$ cat src/design/frt_pkg.sv
// Shared types and constants for the fragment reassembly tracker.
package frt_pkg;

  localparam int SLOTS_DEF      = 8;
  localparam int MAX_FRAGS_DEF  = 16;
  localparam int PAGE_BYTES_DEF = 4096;
  localparam int MSG_BYTES_DEF  = 64;
  localparam int MAX_BLOCKS_DEF = 16;

  // position and block count widths cover the whole parameter range
  localparam int POS_W = 23;
  localparam int NB_W  = 7;

  typedef enum logic [2:0] {
    ST_STORED   = 3'd0,
    ST_COMPLETE = 3'd1,
    ST_DUP      = 3'd2,
    ST_FULL     = 3'd3,
    ST_IGNORED  = 3'd4,
    ST_RELEASED = 3'd5,
    ST_NOTFOUND = 3'd6,
    ST_RANGE    = 3'd7
  } status_t;

  typedef enum logic [1:0] {
    KIND_NORMAL = 2'd0,
    KIND_RETX   = 2'd1,
    KIND_OTHER  = 2'd2,
    KIND_RSVD   = 2'd3
  } kind_t;

  typedef enum logic {
    REQ_FRAG    = 1'b0,
    REQ_RELEASE = 1'b1
  } req_t;

  typedef enum logic [1:0] {
    S_IDLE,
    S_LOOK,
    S_SCAN,
    S_DONE
  } state_t;

  typedef struct packed {
    req_t              req_type;
    kind_t             kind;
    logic [31:0]       msg;
    logic [47:0]       client;
    logic [7:0]        frag;
    logic [7:0]        total;
    logic [15:0]       mfd;
    logic              has_data;
    logic [15:0]       plen;
    logic [NB_W-1:0]   nb;
    logic [POS_W-1:0]  rawpos;
  } item_t;

  typedef struct packed {
    status_t      status;
    logic [2:0]   slot;
    logic         nack_valid;
    logic [7:0]   nack_frag;
    logic         data_valid;
    logic [4:0]   dest_block;
    logic [11:0]  dest_offset;
    logic [15:0]  data_len;
    logic         alloc_valid;
    logic [4:0]   alloc_blocks;
    logic [4:0]   block_count;
  } result_t;

endpackage

$ cat src/design/frt_front.sv
// Front end: takes requests, works out data length, block need and raw position.
module frt_front #(
  parameter int MAX_FRAGS  = frt_pkg::MAX_FRAGS_DEF,
  parameter int PAGE_BYTES = frt_pkg::PAGE_BYTES_DEF,
  parameter int MSG_BYTES  = frt_pkg::MSG_BYTES_DEF,
  parameter int MAX_BLOCKS = frt_pkg::MAX_BLOCKS_DEF
) (
  input  logic           clk,
  input  logic           rst,
  input  logic           in_valid,
  output logic           in_ready,
  input  logic [159:0]   in_data,
  input  logic [2:0]     in_user,
  output logic           out_valid,
  input  logic           out_ready,
  output frt_pkg::item_t out_item
);

  localparam int POS_LIMIT = MAX_BLOCKS * PAGE_BYTES;

  logic           held;
  frt_pkg::item_t item;
  frt_pkg::item_t item_next;

  logic [7:0]  frag;
  logic [15:0] fsize, hsize, mfd, psize, dlen;
  logic [17:0] nb_sum;
  logic [17:0] nb_raw;
  logic [23:0] raw, raw_off;

  always_comb begin
    frag  = in_data[87:80];
    fsize = in_data[111:96];
    hsize = in_data[127:112];
    mfd   = in_data[143:128];
    psize = in_data[159:144];
    dlen  = (fsize > hsize) ? fsize - hsize : 16'd0;

    item_next.req_type = frt_pkg::req_t'(in_user[0]);
    item_next.kind     = frt_pkg::kind_t'(in_user[2:1]);
    item_next.msg      = in_data[31:0];
    item_next.client   = in_data[79:32];
    item_next.frag     = frag;
    item_next.total    = in_data[95:88];
    item_next.mfd      = mfd;
    item_next.has_data = (frag != 8'd0) || (32'(dlen) > 32'(MSG_BYTES));
    item_next.plen     = (frag == 8'd0) ? 16'(dlen - 16'(MSG_BYTES)) : dlen;

    nb_sum = 18'(psize) + 18'(PAGE_BYTES - 1);
    nb_raw = 18'(nb_sum / PAGE_BYTES);
    if (32'(psize) <= 32'(PAGE_BYTES)) begin
      item_next.nb = frt_pkg::NB_W'(1);
    end else if (32'(nb_raw) > 32'(MAX_BLOCKS)) begin
      item_next.nb = frt_pkg::NB_W'(MAX_BLOCKS);
    end else begin
      item_next.nb = frt_pkg::NB_W'(nb_raw);
    end

    raw     = 24'(frag) * 24'(mfd);
    raw_off = raw - 24'(MSG_BYTES);
    if (32'(raw) < 32'(MSG_BYTES)) begin
      item_next.rawpos = '0;
    end else if (32'(raw_off) > 32'(POS_LIMIT)) begin
      item_next.rawpos = frt_pkg::POS_W'(POS_LIMIT);
    end else begin
      item_next.rawpos = frt_pkg::POS_W'(raw_off);
    end
  end

  assign in_ready  = !held || out_ready;
  assign out_valid = held;
  assign out_item  = item;

  always_ff @(posedge clk) begin
    if (rst) begin
      held <= 1'b0;
    end else if (in_valid && in_ready) begin
      held <= 1'b1;
    end else if (out_ready) begin
      held <= 1'b0;
    end
    if (in_valid && in_ready) begin
      item <= item_next;
    end
  end

endmodule

$ cat src/design/frt_queue.sv
// Two-entry request queue between front and back.
module frt_queue (
  input  logic           clk,
  input  logic           rst,
  input  logic           wr_valid,
  output logic           wr_ready,
  input  frt_pkg::item_t wr_item,
  output logic           rd_valid,
  input  logic           rd_ready,
  output frt_pkg::item_t rd_item
);

  frt_pkg::item_t mem [2];
  logic           wp, rp;
  logic [1:0]     count;
  logic           push, pop;

  assign wr_ready = (count != 2'd2);
  assign rd_valid = (count != 2'd0);
  assign rd_item  = mem[rp];
  assign push     = wr_valid && wr_ready;
  assign pop      = rd_valid && rd_ready;

  always_ff @(posedge clk) begin
    if (rst) begin
      wp    <= 1'b0;
      rp    <= 1'b0;
      count <= 2'd0;
    end else begin
      if (push) wp <= !wp;
      if (pop) rp <= !rp;
      count <= count + {1'b0, push} - {1'b0, pop};
    end
    if (push) begin
      mem[wp] <= wr_item;
    end
  end

endmodule

$ cat src/design/frt_back.sv
// Back end: slot table, lookup and update, catch-up scan, result register.
module frt_back #(
  parameter int SLOTS      = frt_pkg::SLOTS_DEF,
  parameter int MAX_FRAGS  = frt_pkg::MAX_FRAGS_DEF,
  parameter int PAGE_BYTES = frt_pkg::PAGE_BYTES_DEF,
  parameter int MAX_BLOCKS = frt_pkg::MAX_BLOCKS_DEF
) (
  input  logic             clk,
  input  logic             rst,
  input  logic             in_valid,
  output logic             in_ready,
  input  frt_pkg::item_t   in_item,
  output logic             out_valid,
  input  logic             out_ready,
  output frt_pkg::result_t out_res
);

  localparam int IW        = (SLOTS > 1) ? $clog2(SLOTS) : 1;
  localparam int FW        = $clog2(MAX_FRAGS);
  localparam int JW        = $clog2(MAX_FRAGS + 1);
  localparam int PW        = frt_pkg::POS_W;
  localparam int POS_LIMIT = MAX_BLOCKS * PAGE_BYTES;
  localparam int NB_W_L    = frt_pkg::NB_W;

  frt_pkg::state_t  st, st_next;
  frt_pkg::item_t   cur;
  frt_pkg::result_t res, pend, look_res;
  logic [IW-1:0]    sidx;
  logic [JW-1:0]    j;

  logic                 vld     [SLOTS];
  logic [31:0]          smsg    [SLOTS];
  logic [47:0]          sclient [SLOTS];
  logic [7:0]           sexp    [SLOTS];
  logic [7:0]           srcv    [SLOTS];
  logic                 shb     [SLOTS];
  logic [NB_W_L-1:0]    sblk    [SLOTS];
  logic [PW-1:0]        spos    [SLOTS];
  logic [MAX_FRAGS-1:0] sbm     [SLOTS];

  logic                 hit, free;
  logic [IW-1:0]        hit_idx, free_idx, sel;
  logic [MAX_FRAGS-1:0] bm_o, bm1;
  logic [7:0]           exp_o, rcv_o, exp1, rcv1, exp_w;
  logic                 hb_o, hb1;
  logic [NB_W_L-1:0]    blk_o, blk1;
  logic [PW-1:0]        pos_o, pos_sel, pos1, pos_w;
  logic [23:0]          sum1;
  logic [FW-1:0]        fi, fim1;
  logic                 frag_bad, is_exp, do_scan, nack, dup;
  logic                 act_release, act_upd;

  logic          scan_in, scan_bit;
  logic [FW-1:0] jl;
  logic [23:0]   sum2;
  logic [PW-1:0] pos2;
  logic [7:0]    exp2;

  always_comb begin
    hit      = 1'b0;
    hit_idx  = '0;
    free     = 1'b0;
    free_idx = '0;
    for (int i = 0; i < SLOTS; i++) begin
      if (vld[i] && smsg[i] == cur.msg && sclient[i] == cur.client && !hit) begin
        hit     = 1'b1;
        hit_idx = IW'(i);
      end
      if (!vld[i]) begin
        free     = 1'b1;
        free_idx = IW'(i);
      end
    end
    sel   = hit ? hit_idx : free_idx;
    bm_o  = hit ? sbm[sel] : '0;
    exp_o = hit ? sexp[sel] : 8'd0;
    rcv_o = hit ? srcv[sel] : 8'd0;
    hb_o  = hit ? shb[sel] : 1'b0;
    blk_o = hit ? sblk[sel] : '0;
    pos_o = hit ? spos[sel] : '0;

    fi       = cur.frag[FW-1:0];
    fim1     = (cur.frag != 8'd0) ? fi - 1'b1 : '0;
    frag_bad = {1'b0, cur.frag} >= 9'(MAX_FRAGS);
    dup      = bm_o[fi];
    is_exp   = cur.frag == exp_o;
    pos_sel  = is_exp ? pos_o : cur.rawpos;
    sum1     = 24'(pos_sel) + 24'(cur.plen);
    pos1     = (32'(sum1) > 32'(POS_LIMIT)) ? PW'(POS_LIMIT) : PW'(sum1);
    exp1     = (exp_o == 8'd255) ? exp_o : exp_o + 8'd1;
    rcv1     = (rcv_o == 8'd255) ? rcv_o : rcv_o + 8'd1;
    do_scan  = cur.has_data && is_exp && cur.kind == frt_pkg::KIND_RETX &&
               (({1'b0, cur.frag} + 9'd1) != ({1'b0, cur.total} - 9'd1));
    nack     = cur.has_data && !is_exp && cur.kind == frt_pkg::KIND_NORMAL &&
               cur.frag != 8'd0 && !bm_o[fim1];
    bm1      = bm_o;
    if (cur.has_data) bm1[fi] = 1'b1;
    hb1      = hb_o || cur.has_data;
    blk1     = (cur.has_data && !hb_o) ? cur.nb : blk_o;
    exp_w    = (cur.has_data && is_exp) ? exp1 : exp_o;
    pos_w    = (cur.has_data && is_exp) ? pos1 : pos_o;

    act_release = 1'b0;
    act_upd     = 1'b0;
    look_res    = '0;
    if (cur.req_type == frt_pkg::REQ_RELEASE) begin
      if (hit) begin
        act_release     = 1'b1;
        look_res.status = frt_pkg::ST_RELEASED;
        look_res.slot   = 3'(hit_idx);
      end else begin
        look_res.status = frt_pkg::ST_NOTFOUND;
      end
    end else if (cur.kind == frt_pkg::KIND_OTHER || cur.kind == frt_pkg::KIND_RSVD) begin
      look_res.status = frt_pkg::ST_IGNORED;
    end else if (frag_bad) begin
      look_res.status = frt_pkg::ST_RANGE;
    end else if (!hit && !free) begin
      look_res.status = frt_pkg::ST_FULL;
    end else if (dup) begin
      look_res.status = frt_pkg::ST_DUP;
      look_res.slot   = 3'(sel);
    end else begin
      act_upd       = 1'b1;
      look_res.slot = 3'(sel);
      if (cur.has_data) begin
        look_res.alloc_valid  = !hb_o;
        look_res.alloc_blocks = hb_o ? 5'd0 : 5'(cur.nb);
        look_res.data_valid   = 1'b1;
        look_res.dest_block   = 5'(pos_sel / PAGE_BYTES);
        look_res.dest_offset  = 12'(pos_sel % PAGE_BYTES);
        look_res.data_len     = cur.plen;
        look_res.nack_valid   = nack;
        look_res.nack_frag    = nack ? exp_o : 8'd0;
      end
      if (rcv1 >= cur.total) begin
        look_res.status      = frt_pkg::ST_COMPLETE;
        look_res.block_count = hb1 ? 5'(blk1) : 5'd0;
      end else begin
        look_res.status = frt_pkg::ST_STORED;
      end
    end
  end

  always_comb begin
    scan_in  = 32'(j) < 32'(MAX_FRAGS);
    jl       = j[FW-1:0];
    scan_bit = scan_in ? sbm[sidx][jl] : 1'b0;
    sum2     = 24'(spos[sidx]) + 24'(cur.mfd);
    pos2     = (32'(sum2) > 32'(POS_LIMIT)) ? PW'(POS_LIMIT) : PW'(sum2);
    exp2     = (sexp[sidx] == 8'd255) ? sexp[sidx] : sexp[sidx] + 8'd1;
  end

  always_comb begin
    st_next = st;
    case (st)
      frt_pkg::S_IDLE: if (in_valid) st_next = frt_pkg::S_LOOK;
      frt_pkg::S_LOOK: st_next = (act_upd && do_scan) ? frt_pkg::S_SCAN : frt_pkg::S_DONE;
      frt_pkg::S_SCAN: if (!scan_bit) st_next = frt_pkg::S_DONE;
      frt_pkg::S_DONE: if (!out_valid || out_ready) st_next = frt_pkg::S_IDLE;
      default:         st_next = frt_pkg::S_IDLE;
    endcase
  end

  assign in_ready = (st == frt_pkg::S_IDLE);
  assign out_res  = res;

  always_ff @(posedge clk) begin
    if (rst) begin
      st        <= frt_pkg::S_IDLE;
      out_valid <= 1'b0;
      for (int i = 0; i < SLOTS; i++) vld[i] <= 1'b0;
    end else begin
      st <= st_next;
      if (st == frt_pkg::S_DONE && (!out_valid || out_ready)) begin
        out_valid <= 1'b1;
      end else if (out_ready) begin
        out_valid <= 1'b0;
      end
      if (st == frt_pkg::S_LOOK) begin
        if (act_release) vld[hit_idx] <= 1'b0;
        if (act_upd) vld[sel] <= 1'b1;
      end
    end

    if (st == frt_pkg::S_IDLE && in_valid) cur <= in_item;
    // the result register only moves when the previous result is gone
    if (st == frt_pkg::S_DONE && (!out_valid || out_ready)) begin
      res <= pend;
    end
    if (st == frt_pkg::S_LOOK) begin
      pend <= look_res;
      sidx <= sel;
      j    <= JW'(cur.frag) + JW'(1);
      if (act_upd) begin
        smsg[sel]    <= cur.msg;
        sclient[sel] <= cur.client;
        sbm[sel]     <= bm1;
        sexp[sel]    <= exp_w;
        srcv[sel]    <= rcv1;
        shb[sel]     <= hb1;
        sblk[sel]    <= blk1;
        spos[sel]    <= pos_w;
      end
    end
    if (st == frt_pkg::S_SCAN && scan_bit) begin
      sexp[sidx] <= exp2;
      spos[sidx] <= pos2;
      j          <= j + JW'(1);
    end
  end

endmodule

$ cat src/design/fragment_reassembly_tracker.sv
// Fragment reassembly tracker: top level with stream ports.
//
// Requests come in on s_axis (fragment arrivals and slot releases); one
// result per request leaves on m_axis, in request order. The slave side
// registers each request and works out its data length, block count and
// raw page position; a two-entry queue feeds the slot table sequencer.
// In the sequencer a request passes through dispatch, table lookup and
// update, and result load; after a retransmission of the expected fragment
// a catch-up scan runs between lookup and result load, skipping each held
// fragment and ending at the first one not held or at MAX_FRAGS. The table
// lookup compares all slots at once; the scan walks the fragment bitmap
// one bit a cycle. The front keeps accepting requests into the queue
// while the sequencer works or a result waits.
// Reset frees every slot and empties the front, queue and result
// register. When m_axis_tready is low the result holds, the sequencer
// stops at its result stage, and the queue then fills and drops
// s_axis_tready.
module fragment_reassembly_tracker #(
  parameter int SLOTS      = frt_pkg::SLOTS_DEF,
  parameter int MAX_FRAGS  = frt_pkg::MAX_FRAGS_DEF,
  parameter int PAGE_BYTES = frt_pkg::PAGE_BYTES_DEF,
  parameter int MSG_BYTES  = frt_pkg::MSG_BYTES_DEF,
  parameter int MAX_BLOCKS = frt_pkg::MAX_BLOCKS_DEF
) (
  input  logic         clk,
  input  logic         rst,
  input  logic         s_axis_tvalid,
  output logic         s_axis_tready,
  // msg_num, client_key, frag_num, total_frags, frag_size, head_size,
  // max_frag_data, page byte count
  input  logic [159:0] s_axis_tdata,
  // req_type, pkt_kind
  input  logic [2:0]   s_axis_tuser,
  output logic         m_axis_tvalid,
  input  logic         m_axis_tready,
  // slot, nack_valid, nack_frag, data_valid, dest_block, dest_offset,
  // data_len, alloc_valid, alloc_blocks, block_count, zero pad
  output logic [63:0]  m_axis_tdata,
  // status
  output logic [2:0]   m_axis_tuser
);

  logic             f_valid, f_ready, q_valid, q_ready;
  frt_pkg::item_t   f_item, q_item;
  frt_pkg::result_t res;

  frt_front #(
    .MAX_FRAGS(MAX_FRAGS), .PAGE_BYTES(PAGE_BYTES),
    .MSG_BYTES(MSG_BYTES), .MAX_BLOCKS(MAX_BLOCKS)
  ) u_front (
    .clk(clk), .rst(rst),
    .in_valid(s_axis_tvalid), .in_ready(s_axis_tready),
    .in_data(s_axis_tdata), .in_user(s_axis_tuser),
    .out_valid(f_valid), .out_ready(f_ready), .out_item(f_item)
  );

  frt_queue u_queue (
    .clk(clk), .rst(rst),
    .wr_valid(f_valid), .wr_ready(f_ready), .wr_item(f_item),
    .rd_valid(q_valid), .rd_ready(q_ready), .rd_item(q_item)
  );

  frt_back #(
    .SLOTS(SLOTS), .MAX_FRAGS(MAX_FRAGS),
    .PAGE_BYTES(PAGE_BYTES), .MAX_BLOCKS(MAX_BLOCKS)
  ) u_back (
    .clk(clk), .rst(rst),
    .in_valid(q_valid), .in_ready(q_ready), .in_item(q_item),
    .out_valid(m_axis_tvalid), .out_ready(m_axis_tready), .out_res(res)
  );

  assign m_axis_tuser = res.status;
  assign m_axis_tdata = {7'd0, res.block_count, res.alloc_blocks, res.alloc_valid,
                         res.data_len, res.dest_offset, res.dest_block,
                         res.data_valid, res.nack_frag, res.nack_valid, res.slot};

  a_reset_clears: assert property (@(posedge clk) rst |=> !m_axis_tvalid)
    else $error("result valid right after reset");

  a_full_slot0: assert property (@(posedge clk) disable iff (rst)
    m_axis_tvalid && m_axis_tuser == frt_pkg::ST_FULL |-> m_axis_tdata[2:0] == 3'd0)
    else $error("table full result names a slot");

  a_nack_status: assert property (@(posedge clk) disable iff (rst)
    m_axis_tvalid && m_axis_tdata[3] |->
      (m_axis_tuser == frt_pkg::ST_STORED || m_axis_tuser == frt_pkg::ST_COMPLETE))
    else $error("nack on a request that stored nothing");

  a_release_nodata: assert property (@(posedge clk) disable iff (rst)
    m_axis_tvalid && m_axis_tuser == frt_pkg::ST_RELEASED |-> !m_axis_tdata[12])
    else $error("release result carries page data");

endmodule
$ cat config.mk
export PLATFORM = sky130hd
export DESIGN_NAME = fragment_reassembly_tracker
export DESIGN_NICKNAME = d
export VERILOG_FILES = /design/src/design/frt_pkg.sv /design/src/design/frt_front.sv /design/src/design/frt_queue.sv /design/src/design/frt_back.sv /design/src/design/fragment_reassembly_tracker.sv
export SDC_FILE = /design/constraint.sdc
export NUM_CORES = 2
export LEC_CHECK = 0
export BUFFER_PORTS_ARGS = -buffer_cell sky130_fd_sc_hd__buf_2
export CAP_MARGIN = 20
export CORE_UTILIZATION = 35
export CTS_CLUSTER_SIZE = 8
export DETAILED_ROUTE_END_ITERATION = 6
export PLACE_DENSITY = 0.53
export SETUP_SLACK_MARGIN = 0.15
export SLEW_MARGIN = 20
export SYNTH_ARGS = -nofsm -noshare
export SYNTH_HDL_FRONTEND = slang
export SYNTH_SLANG_ARGS = --single-unit
export TNS_END_PERCENT = 30
$ cat constraint.sdc
create_clock -name clk -period 12.57 [get_ports clk]
set_clock_uncertainty 0.15 [all_clocks]
set_input_delay 1.8855 -clock clk [delete_from_list [all_inputs] [get_ports clk]]
set_output_delay 1.8855 -clock clk [all_outputs]
set_load 0.01 [all_outputs]
# Word level (Yosys, flattened, before mapping)
# Memory sizes are Yosys's and may differ from the RTL's. A register that Yosys moved wholly into a read port is not among the register bits.
# Index checks and enable logic that the tools add are counted.
# classes
add_sub_neg	16
mul	1
order_cmp	15
n_eq_ne	31
n_mux	126
bitwise	5
n_reduce_logical	81
# op_table
op	n
$eq A48 B48 Y1	8
$eq A32 B32 Y1	8
$mux W57	3
$mux W23	6
$gt A24 B17 Y1 const B	3
$mux W16	4
$mux W8	8
$mux W3	20
$mux W1	58
$mux W54	1
$mux W49	1
$add A23 B16 Y24	2
$logic_and A1 B1 Y1	39
$mux W5	6
$add A8 B1 Y8 const B	3
$eq A8 B8 Y1 const B	3
$lt A24 B7 Y1 const B	1
$mul A8 B16 Y24	1
$sub A24 B7 Y24 const B	1
$reduce_or A23 Y1	1
$reduce_or A7 Y1	3
$add A16 B12 Y17 const B	1
$mux W17	1
$gt A16 B16 Y1	1
43 further kinds	92
# word_totals
ff_bits	298
ram_bits	1476
input_bits	167
out_inout_bits	69
word_cells	328
memories	10
# mem_list
memory	depth	width	rd	rd_ports_with_merged_regs	write_ports	line	rtl
u_back.sclient	8	48	8	0	1	frt_back.sv:33	logic [47:0] sclient [SLOTS];
u_queue.mem	2	162	1	1	1	frt_queue.sv:13	frt_pkg::item_t mem [2];
u_back.smsg	8	32	8	0	1	frt_back.sv:32	logic [31:0] smsg [SLOTS];
u_back.spos	8	23	2	1	1	frt_back.sv:38	logic [PW-1:0] spos [SLOTS];
u_back.sbm	8	16	2	1	1	frt_back.sv:39	logic [MAX_FRAGS-1:0] sbm [SLOTS];
u_back.sexp	8	8	2	1	1	frt_back.sv:34	logic [7:0] sexp [SLOTS];
4 more memories	n/a	n/a	n/a	n/a	n/a	n/a	

# Logic depth before layout (Yosys ltp)
# An unclocked memory read counts as a cell.
# logic_depth
ltp_word	42
mapped_depth	41
ltp_nobuf	34

# Modules after synthesis
# A second synthesis with hierarchy kept.
# hier_totals
hier_cells	6366
area_unflattened_um2	90136.4
# by_module_without_submodules
module	instances	cells_per_inst	area_per_inst_um2	seq_area_each_um2
frt_back	1	4838	66545.1	42701.0
frt_queue	1	533	12263.0	9829.4
frt_front	1	987	11272.1	4824.6
fragment_reassembly_tracker	1	8	56.3	0.0

# Least setup slack after synthesis
# Ideal clock, no wire load.
# synth_path
path_kind	input port to flip-flop
startpoint	in s_axis_tvalid
endpoint	reg u_front.item (netlist bit u_front.out_item[0]) (enable)
setup_ps	760
arrival_time_ps	9590
required_ps	11660
slack_ps	2070
path_stages	2
path_buffers	0
cell_sequence	inv_1 -> a31oi_1
# synth_between
elab_chain_cells	1
# synth_lines
element	line	rtl
from (decl)	fragment_reassembly_tracker.sv:27	input logic s_axis_tvalid,
$logic_and A1 B1 Y1	frt_front.sv:82	if (in_valid && in_ready) begin
to (signal assigned)	frt_front.sv:83	item <= item_next;
to (decl)	frt_front.sv:22	frt_pkg::item_t item;
# No other way between the ends.
# A chain may end at the register's enable or synchronous reset.

# Final worst setup path
# layout_path
startpoint	reg u_back.cur[104] (netlist name)
endpoint	mem u_back.spos[1][4] in the netlist's numbering (data pin)
# layout_between
elab_chain_cells	34
word_cells_on_any_way	58
classes_between	add/sub (1); order compare (1); eq/ne (9); mux (22); reduce/logical (23); memory (2)
# layout_lines
element	line	rtl
$eq A48 B48 Y1	frt_back.sv:65	if (vld[i] && smsg[i] == cur.msg && sclient[i] == cur.client && !hit) begin
$logic_and A1 B1 Y1	frt_back.sv:65	
$mux W1	frt_back.sv:65	
$logic_not A1 Y1	frt_back.sv:65	
$logic_and A1 B1 Y1	frt_back.sv:65	
$mux W1	frt_back.sv:65	
$logic_not A1 Y1	frt_back.sv:65	
$logic_and A1 B1 Y1	frt_back.sv:65	
(+19 left out)	n/a	
$eq A8 B8 Y1	frt_back.sv:86	is_exp = cur.frag == exp_o;
$mux W23 *	frt_back.sv:87	pos_sel = is_exp ? pos_o : cur.rawpos;
named net u_back.pos_sel[0]	frt_back.sv:47	logic [PW-1:0] pos_o, pos_sel, pos1, pos_w;
$add A23 B16 Y24 *	frt_back.sv:88	sum1 = 24'(pos_sel) + 24'(cur.plen);
$gt A24 B17 Y1	frt_back.sv:89	pos1 = (32'(sum1) > 32'(POS_LIMIT)) ? PW'(POS_LIMIT) : PW'(sum1);
$mux W23 *	frt_back.sv:89	
$mux W23 *	frt_back.sv:101	pos_w = (cur.has_data && is_exp) ? pos1 : pos_o;
$mux W23 (no line) *	n/a	
to (decl)	frt_back.sv:38	
# The timed path passes the listed nets; every way through them passes the cells marked *.

==> results.py <==
metrics = {
    "clocking": {
        "ctsResizeCount": 0,
        "clkSlewWorstSetupHoldPaths_ns": 0.06,
        "postCtsHoldBufs": 0,
        "cts_root_buf": "clkbuf_16",
        "cts_tree": "done",
        "numCtsBuffers": 288,
        "cts_sinks": 1891,
        "clock_latency_ns": 0.96,
        "post_cts_buffers": 0,
        "cts.path.max_buffers": 4,
        "htree_levels": 5,
    },
    "global_route": {
        "track_usage_pct": 23.2,
        "grt_max_degree": 80,
        "grt_pass1_wl_um": 417000,
        "grt_antenna_before_repair": 19,
        "overflow": 0,
        "grt_pass1_vias": 55800,
    },
    "yosys": {
        "ys_types": 108,
        "synthSimpleGateAreaFrac_pct": 12.4,
        "synth_adder_area_share_pct": 3.70,
        "seq_area_frac_synth_pct": 64.9,
        "synth-compound-area-share_pct": 5.13,
        "synth_area_mm2": 0.0873,
        "synth_edf_count": 1880,
        "synthArstFlopShare_pct": 0,
        "synth_xor_area_share_pct": 5.26,
        "synth_top_family_by_area": "simple AND/OR/NAND/NOR gates",
        "synth_ff_type": "edfxtp_1",
        "yosysWarnings": 0,
        "synth.area.mux_share_pct": 6.10,
        "synth_cells": 6114,
        "yosys_register_bits": 1891,
        "avgSynthCellArea_um2": 14.3,
    },
    "critical_path": {
        "path_class": "reg -> reg",
        "arrival_ns": 11.99,
        "startpoint_type": "flop",
        "critPathCaptureType": "flop",
        "crit_slowest_cell": "edfxtp_1",
        "max_stage_delay_ns": 0.91,
        "crit_path_frequent_cell": "nor2_1",
        "crit_path_max_fanout": 26,
        "crit_required_ns": 13.13,
        "r2r_cells": 35,
    },
    "cells_and_area": {
        "layout.nets": 7052,
        "drive_gt1_share_pct": 18.2,
        "area_delta_synth_final_pct": 16.7,
        "fin_util_pct": 41.0,
        "fillers": 22700,
    },
    "timing": {
        "setup_tns_ns": 0,
        "max_freq_mhz": 87.5,
        "max_slew.worst_pin.slew_ns": 1.18,
        "relSlewSlack_pct": 20.6,
        "drv_slew": 0,
        "period_share_pct": 90.9,
        "setup_violations": 0,
        "rsz0062_at_grt": "no",
        "min_period_ns": 11.42,
        "hold_violations": 0,
    },
    "power": {
        "peakVddDrop_mv": 0.136,
        "power.density_mw_per_mm2": 203,
        "p_leak_nw": 34.1,
    },
    "min_path": {
        "hold_depth": 0,
        "hp-class": "reg -> reg",
    },
    "floorplan": {
        "initial_utilization_pct": 35.2,
        "core_area_mm2": 0.248,
        "die_w_um": 502,
        "die_y_um": 502,
        "ios": 236,
        "row_count": 183,
        "dieArea_mm2": 0.252,
    },
    "status": {
        "violations": "design-rule violations",
        "status": "finished with violations",
    },
    "detailed_routing": {
        "post_drt_wl_per_cell_um": 29.5,
        "drtIter0Drc": 6810,
        "drtAntennaViolNets": 0,
        "drc": 1,
        "totalWireLength_um": 297000,
        "vias_per_cell": 5.66,
        "vias": 56900,
        "first_pass_iters": 7,
    },
    "place": {
        "place_congestion": 1.02,
        "portBuffers": 228,
        "hpwl_um": 210000,
    },
    "job": {
        "maxCapViolCount": 0,
    },
}
[cell usage in the layout, fill, tap and decap left out, types with 14 or more instances in the layout]
cell type,Yosys,routed
a221o_1,18,18
buf_12,0,23
nor4_1,112,110
mux4_2,104,104
ha_1,119,118
nand4_1,286,286
nand2_1,340,340
inv_1,242,242
o211ai_1,14,14
clkbuf_1,117,21
nand3_1,115,115
clkbuf_16,0,293
a21o_1,21,21
mux2i_1,73,73
and2_1,115,115
xnor2_1,434,434
nor3_1,109,107
or4_1,22,21
a211oi_1,16,16
o221ai_1,44,44
mux2_2,199,199
edfxtp_1,1880,1880
a211o_1,27,27
a21oi_1,58,58
nor2_1,312,303
xor2_1,90,90
or3_1,25,25
a31oi_1,29,28
o2111ai_1,44,44
o22ai_1,71,67
o21a_1,15,15
and3_1,38,36
nand2b_1,371,371
nor2b_1,51,49
buf_4,15,277
buf_2,93,229
o21ai_0,115,113
fa_1,87,87
[stage by stage]
stage          cell area [um2]  worst slack (ns)  total power [mW]  hold WS (ns)  std cells
3_5_place_dp             94300              1.31              14.0         0.255       9716
6_report                102000              1.15              20.7         0.250      10100
3_3_place_gp             94300              1.36              14.0         0.254       9715
4_1_cts                 102000              1.24              20.8         0.258      10000
5_1_grt                 102000             0.788              21.4         0.265      10000
2_1_floorplan            87400              2.07              11.6         0.250       6120
[metal layers]
| metal | track usage (%) | routed length, um | vias to the layer above |
|---|---|---|---|
| met3 | 4.83 | 27600 | 546 |
| met5 | 0 | 112 | - |
| met4 | 8.65 | 10900 | 16 |
| met1 | 32.7 | 127000 | 29100 |
| met2 | 35.1 | 131000 | 3039 |
| li1 | - | - | 24200 |
[worst max-delay path, delay by kind of cell (launching register included)]
| family | cells | cell delay (ns) |
|---|---|---|
| fa+ha+maj | 2 | 0.66 |
| simple gates | 17 | 5.80 |
| buf+inv | 2 | 0.49 |
| flops | 1 | 0.91 |
| mux | 2 | 0.51 |
| compound gates | 12 | 2.65 |
[worst paths after layout]
path                                      start                  to  slack (ns)
worst min-delay path            u_back.pend[37]  u_back.out_res[37]        0.25
worst max register to register  u_back.cur[104]   u_back.spos[1][4]        1.15
worst max-delay path            u_back.cur[104]   u_back.spos[1][4]        1.15
worst min register to register  u_back.pend[37]  u_back.out_res[37]        0.25
[Yosys cell counts (all sizes together) (18+ instances only)]
library cell	n	share of area, %
a31oi	29	0.21
xor2	90	0.90
nor2	315	1.4
nand4	287	2.1
or3	25	0.18
a21o	22	0.20
nor4	119	0.92
a21oi	59	0.34
o221ai	44	0.44
o21ai	120	0.69
or4	23	0.20
nor3	111	0.65
nand2b	371	2.7
mux2	200	2.6
mux4	104	2.7
a211o	27	0.27
buf	145	0.92
ha	119	1.7
o2111ai	45	0.46
mux2i	73	0.84
nor2b	51	0.37
and2	115	0.82
edfxtp	1880	65
inv	245	1.1
o22ai	71	0.51
clkbuf	117	0.50
nand3	116	0.67
nand2	340	1.5
fa	87	2.0
a211oi	19	0.19
and3	38	0.27
a221o	18	0.21
xnor2	434	4.4
[report_power, final]
part / internal, mW / switching (mW) / total, mW
sequential: 7.78 / 0.661 / 8.44
clock: 4.14 / 2.60 / 6.74
combinational: 2.03 / 3.50 / 5.53
[kinds of logic after synthesis]
| kind of cell | Yosys count |
|---|---|
| other cells | 1 |
| buf+inv | 508 |
| compound gates | 616 |
| simple gates | 1991 |
| flops | 1891 |
| mux | 377 |
| fa+ha+maj | 206 |
| xor+xnor | 524 |
[state kept, by name, indices dropped and copies added (netlist names), 128 cells and up, named ones only]
signal and cells:
u_queue.mem 308, u_back.sclient 384, u_back.cur 154, u_back.spos 184
u_back.sbm 128, u_front.out_item 154, u_back.smsg 256
[layout make-up]
type,instances,area [um2],area share [%]
multi-input combinational,3721,28800,28.3
sequential,1891,56700,55.6
timing repair buffer,531,3730,3.66
tap,3330,4170,4.09
inverter,246,931,0.913
clock inverter,12,161,0.158
antenna,5,12.5,0.0123
clock buffer,314,7410,7.27
(Power assumes the default switching activity.)
